--- config.mk ---
export PLATFORM = sky130hd
export DESIGN_NAME = banked_memory_map_decoder_unit
export DESIGN_NICKNAME = d
export VERILOG_FILES = /design/src/rtl/bmmd_pkg.sv /design/src/rtl/bmmd_route.sv /design/src/rtl/bmmd_state.sv /design/src/rtl/banked_memory_map_decoder_unit.sv
export SDC_FILE = /design/constraint.sdc
export NUM_CORES = 1
export LEC_CHECK = 0
export ABC_AREA = 0
export BUFFER_PORTS_ARGS = -buffer_cell sky130_fd_sc_hd__clkbuf_2
export CORE_UTILIZATION = 43
export CTS_CLUSTER_SIZE = 40
export DETAILED_ROUTE_END_ITERATION = 10
export GPL_TIMING_DRIVEN = 0
export PLACE_DENSITY = 0.61
export RECOVER_POWER = 100
export SYNTH_ARGS = -nofsm -noshare
export SYNTH_HDL_FRONTEND = slang
export SYNTH_SLANG_ARGS = --single-unit
--- constraint.sdc ---
create_clock -name clk -period 14.6 [get_ports clk]
set_input_delay 2.92 -clock clk [delete_from_list [all_inputs] [get_ports clk]]
set_output_delay 2.92 -clock clk [all_outputs]
set_load 0.02 [all_outputs]
--- src/rtl/bmmd_pkg.sv ---
// ----------------------------------------------------------------------------
// Banked memory map decoder package
// Transfer types, target codes, address constants and the bank decode table.
// ----------------------------------------------------------------------------
package bmmd_pkg;

  typedef enum logic [3:0] {
    TGT_RAM    = 4'd0,
    TGT_BASIC  = 4'd1,
    TGT_KERNAL = 4'd2,
    TGT_CHAR   = 4'd3,
    TGT_VIDEO  = 4'd4,
    TGT_SOUND  = 4'd5,
    TGT_COLOUR = 4'd6,
    TGT_IO1    = 4'd7,
    TGT_IO2    = 4'd8,
    TGT_PORT   = 4'd9
  } bmmd_target_t;

  typedef struct packed {
    logic        req_type;
    logic [15:0] addr;
    logic [7:0]  wdata;
  } bmmd_req_t;

  typedef struct packed {
    bmmd_target_t target;
    logic [15:0]  offset;
    logic [7:0]   port_value;
    logic [15:0]  screen_base;
    logic [15:0]  bitmap_base;
    logic         char_in_rom;
    logic [15:0]  char_base;
  } bmmd_rsp_t;

  // Register writes that change the banking or video base state.
  typedef struct packed {
    logic port_wr;
    logic vid_ctrl1_wr;
    logic vid_ctrl2_wr;
    logic vid_memctrl_wr;
    logic io2_bank_wr;
  } bmmd_wr_evt_t;

  // Bank flag bit positions.
  localparam int FL_ARAM = 0;
  localparam int FL_DRAM = 1;
  localparam int FL_ERAM = 2;
  localparam int FL_IO   = 3;

  localparam logic [15:0] ADDR_PORT   = 16'h0001;
  localparam logic [15:0] BASIC_BASE  = 16'hA000;
  localparam logic [15:0] BASIC_LAST  = 16'hBFFF;
  localparam logic [15:0] KERNAL_BASE = 16'hE000;
  localparam logic [15:0] IO_BASE     = 16'hD000;
  localparam logic [15:0] IO_LAST     = 16'hDFFF;
  localparam logic [15:0] VIDEO_LAST  = 16'hD3FF;
  localparam logic [15:0] SOUND_LAST  = 16'hD7FF;
  localparam logic [15:0] COLOUR_BASE = 16'hD800;
  localparam logic [15:0] COLOUR_LAST = 16'hDBFF;
  localparam logic [15:0] IO1_LAST    = 16'hDCFF;
  localparam logic [15:0] IO2_LAST    = 16'hDDFF;

  localparam logic [15:0] VIDEO_MASK = 16'h003F;
  localparam logic [15:0] SOUND_MASK = 16'h001F;
  localparam logic [15:0] IOCH_MASK  = 16'h000F;

  localparam logic [15:0] VID_CTRL1   = 16'h0011;
  localparam logic [15:0] VID_CTRL2   = 16'h0016;
  localparam logic [15:0] VID_MEMCTRL = 16'h0018;
  localparam logic [15:0] IO2_PORTA   = 16'h0000;

  localparam logic [15:0] BITMAP_STEP   = 16'h2000;
  localparam logic [15:0] CHROM_LO_A    = 16'h1000;
  localparam logic [15:0] CHROM_LO_B    = 16'h9000;
  localparam logic [15:0] CHROM_HI_A    = 16'h1800;
  localparam logic [15:0] CHROM_HI_B    = 16'h9800;
  localparam logic [15:0] CHROM_HI_OFFS = 16'h0800;

  localparam logic [7:0]  PORT_RESET = 8'h37;

  // Bank flags for the low three processor port bits.
  function automatic logic [3:0] bank_decode(input logic [2:0] sel);
    logic [3:0] f;
    unique case (sel)
      3'd0:    f = 4'b0111;
      3'd1:    f = 4'b0101;
      3'd2:    f = 4'b0001;
      3'd3:    f = 4'b0000;
      3'd4:    f = 4'b0111;
      3'd5:    f = 4'b1111;
      3'd6:    f = 4'b1011;
      default: f = 4'b1010;
    endcase
    return f;
  endfunction

endpackage

--- src/rtl/bmmd_route.sv ---
// ----------------------------------------------------------------------------
// Address router
// Maps one bus access to its target and mirrored offset and flags the
// register writes that change banking or video state.
// ----------------------------------------------------------------------------
module bmmd_route
  import bmmd_pkg::*;
(
  input  bmmd_req_t    req,
  input  logic [3:0]   bank_flags,
  output bmmd_target_t target,
  output logic [15:0]  offset,
  output bmmd_wr_evt_t evt
);

  logic [15:0] a;
  logic        wr;
  logic        io_area;
  logic [15:0] vid_off;
  logic [15:0] ioch_off;

  assign a        = req.addr;
  assign wr       = req.req_type;
  assign io_area  = bank_flags[FL_IO] && (a >= IO_BASE) && (a <= IO_LAST);
  assign vid_off  = a & VIDEO_MASK;
  assign ioch_off = a & IOCH_MASK;

  always_comb begin
    target = TGT_RAM;
    offset = a;
    evt    = '0;
    if (io_area) begin
      if (a <= VIDEO_LAST) begin
        target = TGT_VIDEO;
        offset = vid_off;
        evt.vid_ctrl1_wr   = wr && (vid_off == VID_CTRL1);
        evt.vid_ctrl2_wr   = wr && (vid_off == VID_CTRL2);
        evt.vid_memctrl_wr = wr && (vid_off == VID_MEMCTRL);
      end else if (a <= SOUND_LAST) begin
        target = TGT_SOUND;
        offset = a & SOUND_MASK;
      end else if (a <= COLOUR_LAST) begin
        target = TGT_COLOUR;
        offset = a - COLOUR_BASE;
      end else if (a <= IO1_LAST) begin
        target = TGT_IO1;
        offset = ioch_off;
      end else if (a <= IO2_LAST) begin
        target = TGT_IO2;
        offset = ioch_off;
        evt.io2_bank_wr = wr && (ioch_off == IO2_PORTA);
      end
    end else if (!wr && !bank_flags[FL_ARAM] && (a >= BASIC_BASE) && (a <= BASIC_LAST)) begin
      target = TGT_BASIC;
      offset = a - BASIC_BASE;
    end else if (!wr && !bank_flags[FL_ERAM] && (a >= KERNAL_BASE)) begin
      target = TGT_KERNAL;
      offset = a - KERNAL_BASE;
    end else if (!wr && !bank_flags[FL_DRAM] && (a >= IO_BASE) && (a <= IO_LAST)) begin
      target = TGT_CHAR;
      offset = a - IO_BASE;
    end else if (a == ADDR_PORT) begin
      target = TGT_PORT;
      offset = '0;
      evt.port_wr = wr;
    end
  end

endmodule

--- src/rtl/bmmd_state.sv ---
// ----------------------------------------------------------------------------
// Banking and video base state
// Holds the processor port, bank flags and video base registers and gives
// the port and video base values as they stand after the current access.
// ----------------------------------------------------------------------------
module bmmd_state
  import bmmd_pkg::*;
(
  input  logic         clk,
  input  logic         rst,
  input  logic         step,
  input  bmmd_wr_evt_t evt,
  input  logic [7:0]   wdata,
  output logic [3:0]   bank_flags,
  output logic [7:0]   port_reg_next,
  output logic [15:0]  screen_base_next,
  output logic [15:0]  bitmap_base_next,
  output logic         char_rom_next,
  output logic [15:0]  char_base_next
);

  logic [7:0]  port_reg;
  logic [15:0] video_bank_base;
  logic [7:0]  mem_ctrl_reg;
  logic        bitmap_mode;
  logic [15:0] screen_base_reg;
  logic [15:0] bitmap_base_reg;
  logic        char_rom;
  logic [15:0] char_base;

  logic [3:0]  bank_flags_next;
  logic [15:0] video_bank_base_next;
  logic [7:0]  mem_ctrl_reg_next;
  logic        bitmap_mode_next;

  bmmd_wr_evt_t ev;
  logic         any_upd;
  logic [15:0]  scr_calc;
  logic [15:0]  bmp_calc;
  logic [15:0]  cm;

  assign ev      = step ? evt : '0;
  assign any_upd = ev.vid_ctrl1_wr | ev.vid_ctrl2_wr | ev.vid_memctrl_wr | ev.io2_bank_wr;

  always_comb begin
    port_reg_next        = ev.port_wr ? wdata : port_reg;
    bank_flags_next      = ev.port_wr ? bank_decode(wdata[2:0]) : bank_flags;
    bitmap_mode_next     = ev.vid_ctrl1_wr ? wdata[5] : bitmap_mode;
    mem_ctrl_reg_next    = ev.vid_memctrl_wr ? wdata : mem_ctrl_reg;
    video_bank_base_next = ev.io2_bank_wr ? {~wdata[1:0], 14'd0} : video_bank_base;
  end

  assign scr_calc = video_bank_base_next + {2'd0, mem_ctrl_reg_next[7:4], 10'd0};
  assign bmp_calc = video_bank_base_next + (mem_ctrl_reg_next[3] ? BITMAP_STEP : 16'd0);
  assign cm       = video_bank_base_next + {2'd0, mem_ctrl_reg_next[3:1], 11'd0};

  always_comb begin
    screen_base_next = any_upd ? scr_calc : screen_base_reg;
    bitmap_base_next = bitmap_base_reg;
    char_rom_next    = char_rom;
    char_base_next   = char_base;
    if (any_upd && (bitmap_mode_next || ev.io2_bank_wr)) begin
      bitmap_base_next = bmp_calc;
    end
    if (any_upd && (!bitmap_mode_next || ev.io2_bank_wr)) begin
      // The two character ROM shadow windows take their data from ROM.
      if ((cm == CHROM_HI_A) || (cm == CHROM_HI_B)) begin
        char_rom_next  = 1'b1;
        char_base_next = CHROM_HI_OFFS;
      end else if ((cm == CHROM_LO_A) || (cm == CHROM_LO_B)) begin
        char_rom_next  = 1'b1;
        char_base_next = '0;
      end else begin
        char_rom_next  = 1'b0;
        char_base_next = cm;
      end
    end
  end

  always_ff @(posedge clk) begin
    if (rst) begin
      port_reg        <= PORT_RESET;
      bank_flags      <= bank_decode(PORT_RESET[2:0]);
      video_bank_base <= '0;
      mem_ctrl_reg    <= '0;
      bitmap_mode     <= 1'b0;
      screen_base_reg <= '0;
      bitmap_base_reg <= '0;
      char_rom        <= 1'b0;
      char_base       <= '0;
    end else if (step) begin
      port_reg        <= port_reg_next;
      bank_flags      <= bank_flags_next;
      video_bank_base <= video_bank_base_next;
      mem_ctrl_reg    <= mem_ctrl_reg_next;
      bitmap_mode     <= bitmap_mode_next;
      screen_base_reg <= screen_base_next;
      bitmap_base_reg <= bitmap_base_next;
      char_rom        <= char_rom_next;
      char_base       <= char_base_next;
    end
  end

endmodule

--- src/rtl/banked_memory_map_decoder_unit.sv ---
// ----------------------------------------------------------------------------
// Banked memory map decoder unit
// Routes each processor bus access to RAM, a ROM, a device register window
// or the processor port, and tracks the banking and video base state.
// ----------------------------------------------------------------------------
//
//   Channel | Signals                 | Direction | Content
//   --------+-------------------------+-----------+-------------------------
//   req     | req_valid, req_ready    | in        | access type, addr, wdata
//   rsp     | rsp_valid, rsp_ready    | out       | target, offset, state
//
// One transfer is accepted per cycle while req_ready is high. An access is
// held in the input register and then moves into the result register.
// Decode and state update are combinational between the two registers, so
// the rate is one access per cycle while the result is not stalled.
// A stalled result holds the result register and the input register keeps
// one more access; req_ready drops only when both are full. Reset clears
// both valid flags and restores the power-on banking and video state.
// ----------------------------------------------------------------------------
module banked_memory_map_decoder_unit
  import bmmd_pkg::*;
(
  input  logic      clk,
  input  logic      rst,
  input  logic      req_valid,
  output logic      req_ready,
  input  bmmd_req_t req,
  output logic      rsp_valid,
  input  logic      rsp_ready,
  output bmmd_rsp_t rsp
);

  // Input register.
  logic      s0_valid;
  bmmd_req_t s0_req;
  logic      s0_go;

  // Routing and state outputs.
  bmmd_target_t target;
  logic [15:0]  offset;
  bmmd_wr_evt_t evt;
  logic [3:0]   bank_flags;
  logic [7:0]   port_value;
  logic [15:0]  screen_base;
  logic [15:0]  bitmap_base;
  logic         char_in_rom;
  logic [15:0]  char_base;

  // The input register drains whenever the result register is empty or
  // its transfer completes in this cycle.
  assign s0_go     = s0_valid && (!rsp_valid || rsp_ready);
  assign req_ready = !s0_valid || s0_go;

  always_ff @(posedge clk) begin
    if (rst) begin
      s0_valid <= 1'b0;
    end else if (req_ready) begin
      s0_valid <= req_valid;
    end
  end

  always_ff @(posedge clk) begin
    if (req_ready && req_valid) begin
      s0_req <= req;
    end
  end

  bmmd_route u_route (
    .req        (s0_req),
    .bank_flags (bank_flags),
    .target     (target),
    .offset     (offset),
    .evt        (evt)
  );

  // State commits only when the access moves into the result register, so
  // a stalled access never updates the banking state twice.
  bmmd_state u_state (
    .clk              (clk),
    .rst              (rst),
    .step             (s0_go),
    .evt              (evt),
    .wdata            (s0_req.wdata),
    .bank_flags       (bank_flags),
    .port_reg_next    (port_value),
    .screen_base_next (screen_base),
    .bitmap_base_next (bitmap_base),
    .char_rom_next    (char_in_rom),
    .char_base_next   (char_base)
  );

  // Result register: results report the state after the access.
  always_ff @(posedge clk) begin
    if (rst) begin
      rsp_valid <= 1'b0;
    end else if (s0_go) begin
      rsp_valid <= 1'b1;
    end else if (rsp_ready) begin
      rsp_valid <= 1'b0;
    end
  end

  always_ff @(posedge clk) begin
    if (s0_go) begin
      rsp.target      <= target;
      rsp.offset      <= offset;
      rsp.port_value  <= port_value;
      rsp.screen_base <= screen_base;
      rsp.bitmap_base <= bitmap_base;
      rsp.char_in_rom <= char_in_rom;
      rsp.char_base   <= char_base;
    end
  end

endmodule

==> reports/results.ini <==
[setup_path]
r2r_end=rsp[16]
max_stage_delay_ns=1.08
crit_chain=inv_1 > ha_1 > nand3_1 > o41ai_1 > o2111ai_1 > nor4_1 > clkbuf_1 > nor2b_1 > fa_1 > inv_1 > nor4_1 > nand3_1 > or3b_2 > mux2i_1 > o211ai_1 > or3_1 > nand2_1
worst_setup_path_end_kind=flop
crit_slowest_cell=nor4_1
crit_type=flop to flop
crit_arrival_ns=7.72
cp_top_family=simple AND/OR/NAND/NOR gates
reg2reg_slack_ns=7.19
ff2ff_path_depth=17
crit_fanout=10
crit_buf_inv=3
r2r_start=s0_req[21]
cp.required_ns=14.90
worst_setup_path_start_kind=flop

[yosys]
synth_top_family_by_area=simple AND/OR/NAND/NOR gates
synth-simple-area-share_pct=17.6
synth-seq-cells=189
yosysTopAreaCell=edfxtp_1
ys_warn_count=0
netlist_instances=701
synthArstFlopShare_pct=0
synth_top_area_share_pct=37.8
syn-num-nets=748
synth-compound-area-share_pct=9.44
ys_types=70
synthMuxAreaShare_pct=6.50
yosysSeqAreaShare_pct=59.3
synth_xor_area_share_pct=1.30
yosys-top-cells-area=edfxtp_1, dfxtp_1, mux2i_1
netlist_area_sq_um=8100
synth_fa_ha_area_share_pct=3.23
synth_edf_count=102
ys.flop_type=edfxtp_1
syn_avg_cell_area_sq_um=11.6

[timing]
rsz0062_at_grt=false
slew_viol_final=106
tns_ns=0
worst_slack_ns=7.19
max_freq_mhz=135
skew_ns=0.00734
hold_ws_ns=0.464
worst_pin_slew_ns=2.75
period_share_pct=50.8
period_minus_slack_ns=7.41
relSlewSlack_pct=-83.0
hold_violations=0
setup_viol=0

[clock_tree]
clkTransAtPathRegs_ns=0.07
cts.hold.buffers_added=0
insertion_delay_ns=0.44
cts_resized=0
clock_sinks=189
clockBufferDepth=2
htree_levels=4
clockRootBuffer=clkbuf_16
postCtsSetupBuffers=0
numCtsBuffers=17
cts_tree=yes

[cells_and_area]
syn_to_final_growth_pct=14.9
multiInputGateArea_sq_um=3000
top_regs=rsp (77), s0_req (25)
regMostFlops=rsp
nets=875
drive_gt1_share_pct=10.5
fill_cells=1663
largest_reg_flops=77
regArea_sq_um=4800
antenna-diode-count=0

[grt]
grt_pass1_wl_um=30300
grt_remaining_overflow=0
groute.usage.overall_pct=20.3
antenna_found_initial=0
grt_pass1_vias=5655
grt_max_degree=52

[route]
drtIter0Drc=328
dr.pass1.iters=8
drc=5
wl_per_cell_um=17.6
ant_nets=0
vias=5706
finalWirelength_um=18800
viasPerCell=5.34

[flow_run]
max-cap-violations=3

[run_status]
status=complete, but fails checks
violations=design-rule violations, max-capacitance violations, max-slew violations

[placement]
pre_cts_slack_ns=7.13
hpwl_um=13700
gp_congestion=0.870
port_buffers=107

[pwr]
p_leak_nw=3.52
power_density_nw_per_um2=118
finalPower_mw=1.10
vdd_drop_max_v=0.0000894

[floorplan]
die-width_um=139
die_area_sq_um=19400
die_y_um=139
io_pins=108
row_count=49
initial_core_util_pct=44.5
coreArea_sq_um=18200

[worst_hold_path]
whs_path_depth=2
hold_end=u_state.char_base[9]
hp-class=flop to flop
hold_start=u_state.char_base[9]

-- layout make-up --
cell class,count,share of cell area [%]
Buffer,31,1.40
Clock buffer,21,5.18
Clock inverter,10,1.09
Inverter,19,0.766
Multi-Input combinational cell,462,32.2
Sequential cell,189,51.6
Tap cell,229,3.08
Timing Repair Buffer,108,4.68
-- metal layers --
metal  up-vias  track usage, %  wire length (um)
li1       2789               -                 -
met3        29            3.75               708
met5         -               0                 0
met1      2750            26.6              8860
met4         0            7.78               341
met2       138            33.4              8890
-- layout by cell type, fill, tap and decap left out, types with 5 or more instances in the layout --
master	instances
clkbuf_1	110
edfxtp_1	102
dfxtp_1	87
nand2_1	66
nor2_1	57
nor3_1	35
nor2b_1	30
mux2i_1	30
a21oi_1	29
o21ai_0	25
clkbuf_2	24
inv_1	19
clkbuf_16	18
ha_1	16
and2_1	14
mux2_1	13
nor4_1	12
o211ai_1	10
nand3_1	9
and2_0	9
or2_2	9
xnor2_1	8
or3_1	6
o22ai_1	6
buf_2	5
and3_1	5
a211oi_1	5
-- worst max path at each step --
stage / start / endpoint / depth (start not counted)
final: s0_req[21] / rsp[16] / 17
after global routing: s0_req[21] / rsp[12] / 17
after CTS: rsp_ready / rsp[16] / 15
after detailed placement: rsp_ready / rsp[16] / 15
after global placement: rsp_ready / rsp[16] / 15
after floorplan: rsp_ready / rsp[16] / 14
-- synth_stat cells (3+ instances only) --
library cell	count
mux2_2	17
nor2_1	57
o31ai_1	3
nor3_1	31
xnor2_1	8
and2_1	23
dfxtp_1	87
buf_1	4
a21oi_1	29
nand3_1	9
xor2_1	4
nand2_1	66
or3_1	6
a21o_1	4
nor2b_1	30
clkbuf_1	18
or2_2	9
a211oi_1	5
o22ai_1	6
nor4_1	11
mux2i_1	29
inv_1	19
nand4_1	3
o21ai_0	25
nand2b_1	4
nor3_2	5
edfxtp_1	102
and3_1	5
o211ai_1	9
ha_1	16
a31oi_1	3
buf_2	7
-- worst min-delay path, stage by stage, from the launching register on --
cell     delay (ns)
dfxtp_1        0.30
nand2_1        0.06
a21oi_1        0.06
-- kinds of logic after synthesis --
family          Yosys count
mux                      48
compound gates          109
xor+xnor                 12
flops                   189
simple gates            273
buf+inv                  50
fa+ha+maj                20
-- stage by stage --
step                      util, %  instance area [sq um]  std cells
after floorplan                 -                   8100        701
final                        51.1                   9310       1069
after CTS                    52.3                   9530       1069
after global routing         51.1                   9310       1069
after global placement       49.0                   8920       1037
after detailed placement     49.1                   8940       1038
-- power by group --
group | leakage [nW] | internal [mW] | switching (mW)
combinational | 1.60 | 0.0152 | 0.0417
clock | 0.284 | 0.256 | 0.204
sequential | 1.64 | 0.575 | 0.00789
No activity file was read; power rests on OpenSTA's default activity.
